[src/rtl/prpz_ram.sv]
// prpz_ram: generic single port write, single port read ram, registered read
// no dependencies
`default_nettype none
module prpz_ram #(
  parameter int unsigned Width = 8,
  parameter int unsigned Depth = 16
) (
  input  wire                     clk_i,
  input  wire                     we_i,
  input  wire [$clog2(Depth)-1:0] waddr_i,
  input  wire [Width-1:0]         wdata_i,
  input  wire [$clog2(Depth)-1:0] raddr_i,
  output logic [Width-1:0]        rdata_o
);
  logic [Width-1:0] mem_q [Depth];

  // write port and registered read
  always_ff @(posedge clk_i) begin
    if (we_i) begin
      mem_q[waddr_i] <= wdata_i;
    end
    rdata_o <= mem_q[raddr_i];
  end
endmodule
`default_nettype wire

[config.mk]
export PLATFORM = sky130hd
export DESIGN_NAME = prpz_ram
export DESIGN_NICKNAME = d
export VERILOG_FILES = /design/src/rtl/prpz_ram.sv
export SDC_FILE = /design/constraint.sdc
export NUM_CORES = 1
export LEC_CHECK = 0
export BUFFER_PORTS_ARGS = -buffer_cell sky130_fd_sc_hd__clkbuf_2
export CORE_AREA = 4 4 120 122
export DETAILED_ROUTE_END_ITERATION = 12
export DIE_AREA = 0 0 124 126
export GPL_TIMING_DRIVEN = 0
export PLACE_DENSITY = 0.59
export SYNTH_ARGS = -nofsm -noshare
export SYNTH_HDL_FRONTEND = slang
export SYNTH_SLANG_ARGS = --single-unit
[constraint.sdc]
create_clock -name clk_i -period 2 [get_ports clk_i]
set_clock_uncertainty 0.05 [all_clocks]
set_input_delay 0.4 -clock clk_i [delete_from_list [all_inputs] [get_ports clk_i]]
set_output_delay 0.4 -clock clk_i [all_outputs]
set_load 0.05 [all_outputs]
==> results of run 1 <==
-- stage by stage --
stage	total power, mW	cell area [µm²]	hold slack (ns)	instances
finish	6.649	6110	0.3856	461
floorplan	3.488	5147	0.4489	229
global route	6.865	6110	0.3930	461
global placement	3.627	5488	0.6168	429
CTS	6.709	6100	0.3763	461
detailed placement	3.636	5488	0.6162	429
-- registers in the layout (all words and copies together) (netlist names) --
signal   flops
mem_q      128
rdata_o      8
-- what timing repair did --
action                                 4_1_cts  5_1_grt
resized for setup                            1        0
setup endpoints to repair                    8        0
endpoints found under the hold margin        0        0
-- cells in the mapped netlist (2+ instances only) --
master,n
edfxtp_1,128
mux4_2,18
nand2b_1,2
nand3b_1,2
nor3_1,4
buf_6,3
mux4_1,14
buf_2,3
nand2_1,9
a22oi_1,16
clkdlybuf4s25_2,3
nor2_1,13
dfxtp_1,8
-- worst paths after layout --
path	depth (start not counted)	slack (ns)	to	from
min reg2reg	3	0.62	rdata_o[2]	mem_q[14][2]
min	1	0.39	mem_q[4][5]	wdata_i[5]
max reg2reg	3	0.46	rdata_o[7]	mem_q[2][7]
max	3	0.13	mem_q[8][6]	waddr_i[2]
-- area by class of cell --
| type | count | area (µm²) | area share [%] |
|---|---|---|---|
| Buffer | 10 | 86.33 | 1.413 |
| Multi-Input combinational cell | 83 | 1072 | 17.55 |
| Timing Repair Buffer | 24 | 120.1 | 1.966 |
| Clock inverter | 4 | 25.02 | 0.4096 |
| Clock buffer | 28 | 581.8 | 9.523 |
| Tap cell | 176 | 220.2 | 3.604 |
| Sequential cell | 136 | 4004 | 65.53 |
-- logic make-up after synthesis --
group | Yosys count | share of synthesized area [%]
flip-flops | 136 | 77.78
buffers and inverters | 10 | 1.677
AO/OA/AOI/OAI | 16 | 2.334
AND/OR/NAND/NOR | 35 | 3.184
multiplexers | 32 | 15.02
-- routing by layer --
metal | up-vias | GRT usage, % | share of wire [%] | wire length, µm
met3 | 6 | 4.574 | 9.3 | 943
li1 | 1057 | - | - | -
met4 | 0 | 5.412 | 0.84 | 85
met5 | - | 0 | 0 | 0
met1 | 1217 | 20.03 | 42 | 4254
met2 | 87 | 20.20 | 48 | 4876
-- report_power, final --
part | switching, mW | internal [mW] | leakage (nW)
registers | 0.0162 | 3.19 | 1.22
clock network | 1.10 | 1.98 | 0.293
logic | 0.242 | 0.126 | 0.522
-- critical path: stages --
cell and delay, ns:
clkbuf_2 0.13, nand3b_1 0.23, nor3_1 1.06
==> results.txt, run 1 <==
----------------------------------------------------
[Critical path]
  Type of element launching the critical path ... primary input
  Type of the setup path with the least slack ... primary input to register
  Kind of capture point of the worst setup path ... register
  Req. time, crit path ... 1.96 ns
  Worst path arrival time ... 1.82 ns
  Highest fanout seen on the critical path ... 8

[Timing]
  Final count of negative-setup-slack endpoints ... 0
  Worst slew margin relative to its limit ... 7.665%
  Sum of negative setup slack ... 0 ns
  Transition time at the pin with the least slew margin ... 1.374 ns
  Unrepaired setup endpoints after global routing ... false
  Final number of max-transition violations ... 0
  Achievable Freq ... 535.9 MHz
  Final critical-path required period ... 1.866 ns
  Final Hold Fails ... 0
  Smallest setup slack after layout ... 0.1338 ns
  Final Cycle Share ... 93.31%

[Clock network]
  Clock transition at the registers of the reported paths ... 0.05 ns
  Library cell used as clock root buffer ... clkbuf_16
  Buffer count from post-CTS setup fixing ... 0
  Number of buffers inserted during clock tree synthesis ... 17
  Sinks on Clock Net ... 136
  Clock Tree Buf Depth ... 2
  CTS tree ... built
  Insertion delay to the later sink of the worst-skew pair ... 0.41 ns
  Hold buffers post-CTS ... 0
  CTS H-Tree Depth ... 4

[Placed design]
  Detailed Place HPWL ... 6.474 mm
  Final weighted congestion in routability-driven placement ... 0.8718
  Port buffer count ... 24
  Setup WS pre-CTS ... -0.5590 ns

[Layout]
  Layout fillers ... 1114
  Most common cell after layout, fill and taps aside ... edfxtp_1
  Count of nets after finishing ... 290
  Growth of design area from synthesis to finish ... 18.69%
  Highest-count cells in the layout ignoring fill and taps ... edfxtp_1 (128), clkbuf_2 (24), clkbuf_16 (21), mux4_2 (18), a22oi_1 (16)
  Antenna fix cells ... 0
  Final design utilization ... 46.32%
  Fraction of layout cells with a size suffix above 1 ... 29.47%

[Logic synthesis]
  Proportion of synthesized chip area in sequential cells ... 77.78%
  Post-Synthesis Cell Area ... 5147 µm²
  Number of nets produced by synthesis ... 247
  Post-synth top area share ... 74.67%
  Number of enable flip-flop cells after synthesis ... 128
  Async set-or-reset flop fraction in the synthesized netlist ... 0%
  Top flip-flop cell by instance count after synthesis ... edfxtp_1
  Number of instances in the synthesized netlist ... 229
  Seq cells post-synth ... 136
  Synth Warn # ... 0
  Number of library cell types mapped by synthesis ... 19
  Mean area per synthesized cell ... 22.48 µm²
  Top area cells in the synthesized netlist ... edfxtp_1 (75%), mux4_2 (7.9%), mux4_1 (7.1%), dfxtp_1 (3.1%), a22oi_1 (2.3%)
  Largest area contributor in the synthesized netlist ... edfxtp_1

[GRT]
  Largest net degree at the start of global routing ... 17
  Gr ovfl total ... 0
  Total global-route track usage ... 14.07%
  Number of antenna violations at the first check in global routing ... 0
  Global-route wire length before repair ... 15.18 mm
  Number of global-route vias before repair ... 2456

[Die]
  Die outline area ... 15620 µm²
  Initial standard-cell utilization of the core ... 39.02%
  Die height ... 126 µm
  Total I/O pin count ... 26
  Horiz. Die Dim ... 124 µm
  Placeable core region ... 13190 µm²
  Num rows ... 42

[Status]
  Run status ... complete, no violations

[Routing]
  Detail Route Antenna Nets ... 0
  Via count ... 2367
  Final WL ... 10.16 mm
  DRC marker count from the first detailed-route iteration ... 233
  Drt drc ... 0
  Per-cell routed wire length ... 22.04 µm
  Post-DR vias/cell ... 5.134
  Length of the first detailed-routing pass in iterations ... 4

[Hold path]
  Worst hold path type ... primary input to register

[Power]
  Leakage component of the power ... 2.039 nW
  Ratio of total power to cell area ... 1088 nW/µm²
  Worst VDD drop ... 0.0005892 V

[Job]
  Max-cap viol count ... 0

----------------------------------------------------
Note: power is estimated with default switching activity, not from simulation.
==> run 2: changes to the inputs <==
--- a/config.mk
+++ b/config.mk
@@ -10,7 +10,7 @@
 export DETAILED_ROUTE_END_ITERATION = 12
 export DIE_AREA = 0 0 124 126
 export GPL_TIMING_DRIVEN = 0
-export PLACE_DENSITY = 0.59
+export PLACE_DENSITY = 0.67
 export SYNTH_ARGS = -nofsm -noshare
 export SYNTH_HDL_FRONTEND = slang
 export SYNTH_SLANG_ARGS = --single-unit
==> results.txt, run 2 (synthesized netlist as in run 1, its figures left out) <==
----------------------------------------------------
[GRT]
  Global-route wire length before repair ... 14.95 mm (was 15.18 mm)
  Largest net degree at the start of global routing ... 17 (unchanged)
  Number of global-route vias before repair ... 2452 (was 2456)
  Number of antenna violations at the first check in global routing ... 0 (unchanged)
  Gr ovfl total ... 0 (unchanged)
  Total global-route track usage ... 13.56% (was 14.07%)

[Clock network]
  Library cell used as clock root buffer ... clkbuf_16 (unchanged)
  Insertion delay to the later sink of the worst-skew pair ... 0.41 ns (about the same)
  Cells resized by post-CTS repair ... 1 (unchanged)
  Buffer count from post-CTS setup fixing ... 0 (unchanged)
  Sinks on Clock Net ... 136 (unchanged)
  CTS tree ... built (unchanged)
  Clock transition at the registers of the reported paths ... 0.06 ns (was 0.05 ns)
  Hold buffers post-CTS ... 0 (unchanged)
  CTS H-Tree Depth ... 4 (unchanged)
  Clock Tree Buf Depth ... 2 (unchanged)
  Number of buffers inserted during clock tree synthesis ... 17 (unchanged)

[Critical path]
  Worst path arrival time ... 1.71 ns (was 1.82 ns)
  Highest fanout seen on the critical path ... 8 (unchanged)
  Type of element launching the critical path ... primary input (unchanged)
  Req. time, crit path ... 1.99 ns (was 1.96 ns)
  Kind of capture point of the worst setup path ... register (unchanged)
  Type of the setup path with the least slack ... primary input to register (unchanged)

[Routing]
  Final WL ... 9.719 mm (was 10.16 mm)
  Detail Route Antenna Nets ... 0 (unchanged)
  Via count ... 2379 (was 2367)
  Post-DR vias/cell ... 5.161 (was 5.134)
  Per-cell routed wire length ... 21.08 µm (was 22.04 µm)
  Length of the first detailed-routing pass in iterations ... 4 (unchanged)
  Drt drc ... 0 (unchanged)
  DRC marker count from the first detailed-route iteration ... 178 (was 233)

[Timing]
  Achievable Freq ... 583.0 MHz (was 535.9 MHz)
  Final critical-path required period ... 1.715 ns (was 1.866 ns)
  Hold WS ... 0.3852 ns (was 0.3856 ns)
  Smallest setup slack after layout ... 0.2848 ns (was 0.1338 ns)
  Transition time at the pin with the least slew margin ... 1.146 ns (was 1.374 ns)
  Worst slew margin relative to its limit ... 23.04% (was 7.665%)
  Final count of negative-setup-slack endpoints ... 0 (unchanged)
  Final Hold Fails ... 0 (unchanged)
  Unrepaired setup endpoints after global routing ... false (unchanged)
  Sum of negative setup slack ... 0 ns (unchanged)
  Final number of max-transition violations ... 0 (unchanged)
  Final Cycle Share ... 85.76% (was 93.31%)

[Power]
  Switching share of total power ... 20.61% (was 20.36%)
  Leakage component of the power ... 2.041 nW (was 2.039 nW)
  Sequential share of power ... 47.9% (was 48.2%)
  Cell internal power dissipation ... 5.309 mW (was 5.295 mW)
  Worst VDD drop ... 0.0006022 V (was 0.0005892 V)
  Combinational Power Share ... 5.5% (about the same)
  Part of the total power dissipated in the clock network ... 46.6% (was 46.3%)
  Power consumption ... 6.687 mW (was 6.649 mW)
  Switching power ... 1.378 mW (was 1.353 mW)
  Ratio of total power to cell area ... 1094 nW/µm² (was 1088 nW/µm²)

[Placed design]
  Final weighted congestion in routability-driven placement ... 0.6956 (was 0.8718)
  Setup WS pre-CTS ... -0.5856 ns (was -0.5590 ns)
  Detailed Place HPWL ... 6.265 mm (was 6.474 mm)
  Placement-stage cell area ... 5488 µm² (unchanged)
  Port buffer count ... 24 (unchanged)
  Inst Count DP ... 429 (unchanged)

[Die]
  Total I/O pin count ... 26 (unchanged)
  Initial standard-cell utilization of the core ... 39.02% (unchanged)
  Num rows ... 42 (unchanged)
  Die height ... 126 µm (unchanged)
  Die outline area ... 15620 µm² (unchanged)
  Placeable core region ... 13190 µm² (unchanged)
  Horiz. Die Dim ... 124 µm (unchanged)

[Job]
  Max-cap viol count ... 0 (unchanged)

[Status]
  Run status ... complete, no violations (unchanged)

[Hold path]
  Worst hold path type ... primary input to register (unchanged)

[Layout]
  Highest-count cells in the layout ignoring fill and taps ... edfxtp_1 (128), clkbuf_2 (24), clkbuf_16 (20), mux4_2 (18), a22oi_1 (16) (was edfxtp_1 (128), clkbuf_2 (24), clkbuf_16 (21), mux4_2 (18), a22oi_1 (16))
  Biggest registers after layout ... mem_q (128), rdata_o (8) (unchanged)
  Number of standard cells in the final layout excluding fillers ... 461 (unchanged)
  Antenna fix cells ... 0 (unchanged)
  Final design utilization ... 46.36% (was 46.32%)
  Most common cell after layout, fill and taps aside ... edfxtp_1 (unchanged)
  Max reg flops ... 128 (unchanged)
  Post-route cell area ... 6115 µm² (was 6110 µm²)
  Fraction of layout cells with a size suffix above 1 ... 30.18% (was 29.47%)
  Growth of design area from synthesis to finish ... 18.79% (was 18.69%)
  Count of nets after finishing ... 290 (unchanged)
  Register with the most flip-flops ... mem_q (unchanged)

----------------------------------------------------
[run 2: cell types whose count changed in the layout (fill, tap and decap cells not counted), sizes merged]
cell	previous run	this run
clkbuf	52	47
bufinv	0	1
clkinv	2	5
clkinvlp	2	3
[run 2: final timing paths]
check                                  start            to  slack [ns]  cells past startpoint
worst min-delay path              wdata_i[5]  mem_q[14][5]        0.39                      1
worst max-delay path              waddr_i[2]   mem_q[1][0]        0.28                      3
worst max register to register   mem_q[5][0]    rdata_o[0]        0.53                      3
worst min register to register  mem_q[11][2]    rdata_o[2]        0.63                      3
[run 2: power by group through the flow]
stage	clock network, mW	registers, mW	logic (mW)
6_report	3.12	3.20	0.365
3_3_place_gp	0	3.26	0.361
3_5_place_dp	0	3.26	0.370
4_1_cts	3.16	3.20	0.371
5_1_grt	3.29	3.21	0.394
2_1_floorplan	0	3.33	0.162
[run 2: final cells by class]
cell class | count | area, µm²
plain buffers | 10 | 86.33
multi-input cells | 83 | 1067
flip-flops and latches | 136 | 4004
clock buffers | 23 | 531.8
clock inverters | 9 | 85.08
repair buffers | 24 | 120.1
fillers | 1095 | 7076
well taps | 176 | 220.2
[run 2: routing by layer]
| layer | vias to the layer above | wire length, µm | part of all wire (%) | global-route usage, % |
|---|---|---|---|---|
| met1 | 1226 | 4313 | 44 | 20.31 |
| met3 | 8 | 776 | 8.0 | 3.857 |
| li1 | 1057 | - | - | - |
| met2 | 88 | 4524 | 47 | 18.68 |
| met4 | 0 | 105 | 1.1 | 5.477 |
| met5 | - | 0 | 0 | 0 |
[run 2: critical path, stage by stage]
cell	delay (ns)
clkbuf_2	0.10
or3b_2	0.55
nor2_1	0.65
==> run 3: changes to the inputs <==
==> config.mk (replaced) <==
export PLATFORM = sky130hd
export DESIGN_NAME = prpz_ram
export DESIGN_NICKNAME = d
export VERILOG_FILES = /design/src/rtl/prpz_ram.sv
export SDC_FILE = /design/constraint.sdc
export NUM_CORES = 1
export LEC_CHECK = 0
export ABC_AREA = 1
export ABC_CLOCK_PERIOD_IN_PS = 2000
export BUFFER_PORTS_ARGS = -buffer_cell sky130_fd_sc_hd__clkbuf_2
export CELL_PAD_IN_SITES_DETAIL_PLACEMENT = 0
export CELL_PAD_IN_SITES_GLOBAL_PLACEMENT = 1
export CORE_AREA = 4 4 127 129
export DETAILED_ROUTE_END_ITERATION = 12
export DIE_AREA = 0 0 131 133
export GPL_TIMING_DRIVEN = 0
export PLACE_DENSITY = 0.78
export SYNTH_ARGS = -nofsm -noshare
export SYNTH_HDL_FRONTEND = slang
export SYNTH_SLANG_ARGS = --single-unit
==> results.txt, run 3 <==
----------------------------------------------------
[Status]
  Run status ... complete, no violations (unchanged)

[Die]
  Total I/O pin count ... 26 (unchanged)
  Die height ... 133 µm (was 126 µm)
  Die outline area ... 17420 µm² (was 15620 µm²)
  Initial standard-cell utilization of the core ... 38.36% (was 39.02%)
  Placeable core region ... 15030 µm² (was 13190 µm²)
  Num rows ... 45 (was 42)
  Horiz. Die Dim ... 131 µm (was 124 µm)

[Timing]
  Transition time at the pin with the least slew margin ... 1.017 ns (was 1.146 ns)
  Final Cycle Share ... 77.49% (was 85.76%)
  Sum of negative setup slack ... 0 ns (unchanged)
  Worst slew margin relative to its limit ... 31.97% (was 23.04%)
  Final count of negative-setup-slack endpoints ... 0 (unchanged)
  Final critical-path required period ... 1.550 ns (was 1.715 ns)
  Achievable Freq ... 645.3 MHz (was 583.0 MHz)
  Final number of max-transition violations ... 0 (unchanged)
  Unrepaired setup endpoints after global routing ... false (unchanged)
  Final Hold Fails ... 0 (unchanged)

[Layout]
  Register with the most flip-flops ... mem_q (unchanged)
  Most common cell after layout, fill and taps aside ... nand2_1 (was edfxtp_1)
  Highest-count cells in the layout ignoring fill and taps ... nand2_1 (173), edfxtp_1 (128), inv_1 (100), nand3_1 (97), clkbuf_2 (22) (was edfxtp_1 (128), clkbuf_2 (24), clkbuf_16 (20), mux4_2 (18), a22oi_1 (16))
  Antenna fix cells ... 0 (unchanged)
  Growth of design area from synthesis to finish ... 17.01% (was 18.79%)
  Biggest registers after layout ... mem_q (128), rdata_o (8) (unchanged)
  Max reg flops ... 128 (unchanged)
  Post-route cell area ... 6748 µm² (was 6115 µm²)
  Count of nets after finishing ... 610 (was 290)
  Layout fillers ... 1369 (was 1095)
  Fraction of layout cells with a size suffix above 1 ... 12.40% (was 30.18%)

[Critical path]
  WP buf/inv ... 1 (unchanged)
  Highest fanout seen on the critical path ... 8 (unchanged)
  Kind of capture point of the worst setup path ... register (unchanged)
  Worst path arrival time ... 1.54 ns (was 1.71 ns)
  Delay contributed by the slowest stage of the critical path ... 0.80 ns (was 0.65 ns)
  Type of the setup path with the least slack ... primary input to register (unchanged)
  Type of element launching the critical path ... primary input (unchanged)
  Ordered list of cells on the worst path ... clkbuf_2 > nand3b_1 > nor2_1 (was clkbuf_2 > or3b_2 > nor2_1)
  Cell family contributing the most delay on the critical path ... simple AND/OR/NAND/NOR gates (unchanged)
  Critical-path cell with the highest stage delay ... nor2_1 (unchanged)
  Req. time, crit path ... 1.99 ns (about the same)

[Power]
  Combinational Power Share ... 6.7% (was 5.5%)
  Ratio of total power to cell area ... 1041 nW/µm² (was 1094 nW/µm²)
  Part of the total power dissipated in the clock network ... 47.6% (was 46.6%)
  Worst VDD drop ... 0.0006339 V (was 0.0006022 V)
  Sequential share of power ... 45.6% (was 47.9%)
  Cell internal power dissipation ... 5.510 mW (was 5.309 mW)
  Switching share of total power ... 21.52% (was 20.61%)
  Leakage component of the power ... 2.913 nW (was 2.041 nW)
  Switching power ... 1.511 mW (was 1.378 mW)
  Power consumption ... 7.021 mW (was 6.687 mW)

[GRT]
  Global-route wire length before repair ... 20.79 mm (was 14.95 mm)
  Number of global-route vias before repair ... 3644 (was 2452)
  Largest net degree at the start of global routing ... 17 (unchanged)
  Gr ovfl total ... 0 (unchanged)
  Number of antenna violations at the first check in global routing ... 0 (unchanged)
  Total global-route track usage ... 16.47% (was 13.56%)

[Logic synthesis]
  Top flip-flop cell by instance count after synthesis ... edfxtp_1 (unchanged)
  Post-Synthesis Cell Area ... 5767 µm² (was 5147 µm²)
  Number of enable flip-flop cells after synthesis ... 128 (unchanged)
  Seq cells post-synth ... 136 (unchanged)
  Largest area contributor in the synthesized netlist ... edfxtp_1 (unchanged)
  Post-synth top area share ... 66.65% (was 74.67%)
  Most common library cells after synthesis ... nand2_1 (173), edfxtp_1 (128), inv_1 (100) (was edfxtp_1 (128), mux4_2 (18), a22oi_1 (16))
  Synth Warn # ... 0 (unchanged)
  Async set-or-reset flop fraction in the synthesized netlist ... 0% (unchanged)
  Number of nets produced by synthesis ... 569 (was 247)
  Number of instances in the synthesized netlist ... 551 (was 229)
  Top area cells in the synthesized netlist ... edfxtp_1 (67%), nand2_1 (11%), nand3_1 (8.4%), inv_1 (6.5%), dfxtp_1 (2.8%) (was edfxtp_1 (75%), mux4_2 (7.9%), mux4_1 (7.1%), dfxtp_1 (3.1%), a22oi_1 (2.3%))
  Mean area per synthesized cell ... 10.47 µm² (was 22.48 µm²)
  Number of library cell types mapped by synthesis ... 12 (was 19)
  Proportion of synthesized chip area in sequential cells ... 69.43% (was 77.78%)
  Count leader, synth ... nand2_1 (was edfxtp_1)

[Clock network]
  Sinks on Clock Net ... 136 (unchanged)
  Clock Tree Buf Depth ... 2 (unchanged)
  Hold buffers post-CTS ... 0 (unchanged)
  Library cell used as clock root buffer ... clkbuf_16 (unchanged)
  Cells resized by post-CTS repair ... 0 (was 1)
  CTS tree ... built (unchanged)
  Clock transition at the registers of the reported paths ... 0.05 ns (was 0.06 ns)
  CTS H-Tree Depth ... 4 (unchanged)
  Insertion delay to the later sink of the worst-skew pair ... 0.42 ns (was 0.41 ns)
  Buffer count from post-CTS setup fixing ... 0 (unchanged)
  Number of buffers inserted during clock tree synthesis ... 17 (unchanged)

[Routing]
  DRC marker count from the first detailed-route iteration ... 439 (was 178)
  Length of the first detailed-routing pass in iterations ... 5 (was 4)
  Detail Route Antenna Nets ... 0 (unchanged)
  Per-cell routed wire length ... 17.12 µm (was 21.08 µm)
  Final WL ... 13.58 mm (was 9.719 mm)
  Via count ... 3795 (was 2379)
  Post-DR vias/cell ... 4.786 (was 5.161)
  Drt drc ... 0 (unchanged)

[Placed design]
  Placement-stage cell area ... 6112 µm² (was 5488 µm²)
  Final weighted congestion in routability-driven placement ... 0.8108 (was 0.6956)
  Port buffer count ... 22 (was 24)
  Detailed Place HPWL ... 9.101 mm (was 6.265 mm)

[Hold path]
  Worst hold path type ... primary input to register (unchanged)

[Job]
  Max-cap viol count ... 0 (unchanged)

----------------------------------------------------
## run 3: metal layers
| metal | global-route usage [%] | vias up | routed length, µm |
|---|---|---|---|
| met1 | 23.66 | 1772 | 6055 |
| met3 | 4.037 | 24 | 1043 |
| met4 | 6.286 | 0 | 338 |
| met2 | 24.07 | 147 | 6140 |
| li1 | - | 1852 | - |
| met5 | 0 | - | 0 |
## run 3: power groups by stage
stage | Combinational (mW) | Clock (mW) | Sequential [mW]
2_1_floorplan | 0.225 | 0 | 3.33
3_3_place_gp | 0.468 | 0 | 3.26
3_5_place_dp | 0.471 | 0 | 3.26
4_1_cts | 0.474 | 3.38 | 3.20
5_1_grt | 0.519 | 3.52 | 3.21
6_report | 0.473 | 3.34 | 3.20
## run 3: layout make-up
cell class | instances | area [µm²] | share of cell area (%)
sequential | 136 | 4004 | 59.34
multi-input combinational | 289 | 1214 | 17.99
clock buffer | 19 | 432.9 | 6.416
inverter | 102 | 382.9 | 5.674
tap | 188 | 235.2 | 3.486
clock inverter | 13 | 202.7 | 3.004
buffer | 24 | 166.4 | 2.466
timing repair buffer | 22 | 110.1 | 1.632
## run 3: metrics by stage
stage | setup slack (ns) | hold slack [ns] | util [%] | cells
6_report | 0.4503 | 0.3668 | 44.89 | 793
5_1_grt | 0.4530 | 0.3900 | 44.89 | 793
4_1_cts | 0.4943 | 0.3581 | 44.89 | 793
3_5_place_dp | 0.05342 | 0.6100 | 40.66 | 761
3_3_place_gp | 0.1006 | 0.6102 | 40.66 | 761
2_1_floorplan | 0.5992 | 0.4489 | - | 551
## run 3: logic make-up (layout without fill, tap and decap cells)
kind of cell / count (synthesis) / in the layout / synth area share [%]
AND/OR/NAND/NOR: 289 / 289 / 21.05
flip-flops: 136 / 136 / 69.43
buffers and inverters: 126 / 180 / 9.525
## run 3: path summary, 6_finish.rpt
check / from / endpoint / slack (ns) / depth (start not counted)
hold reg to reg: mem_q[12][2] / rdata_o[2] / 0.63 / 6
setup / recovery: waddr_i[3] / mem_q[5][0] / 0.45 / 3
hold / removal: raddr_i[3] / rdata_o[2] / 0.37 / 3
setup reg to reg: mem_q[14][3] / rdata_o[3] / 0.91 / 6
## run 3: worst min-delay path: stages
cell and delay, ns:
buf_1 0.19, nand3_1 0.14, nand2_1 0.05
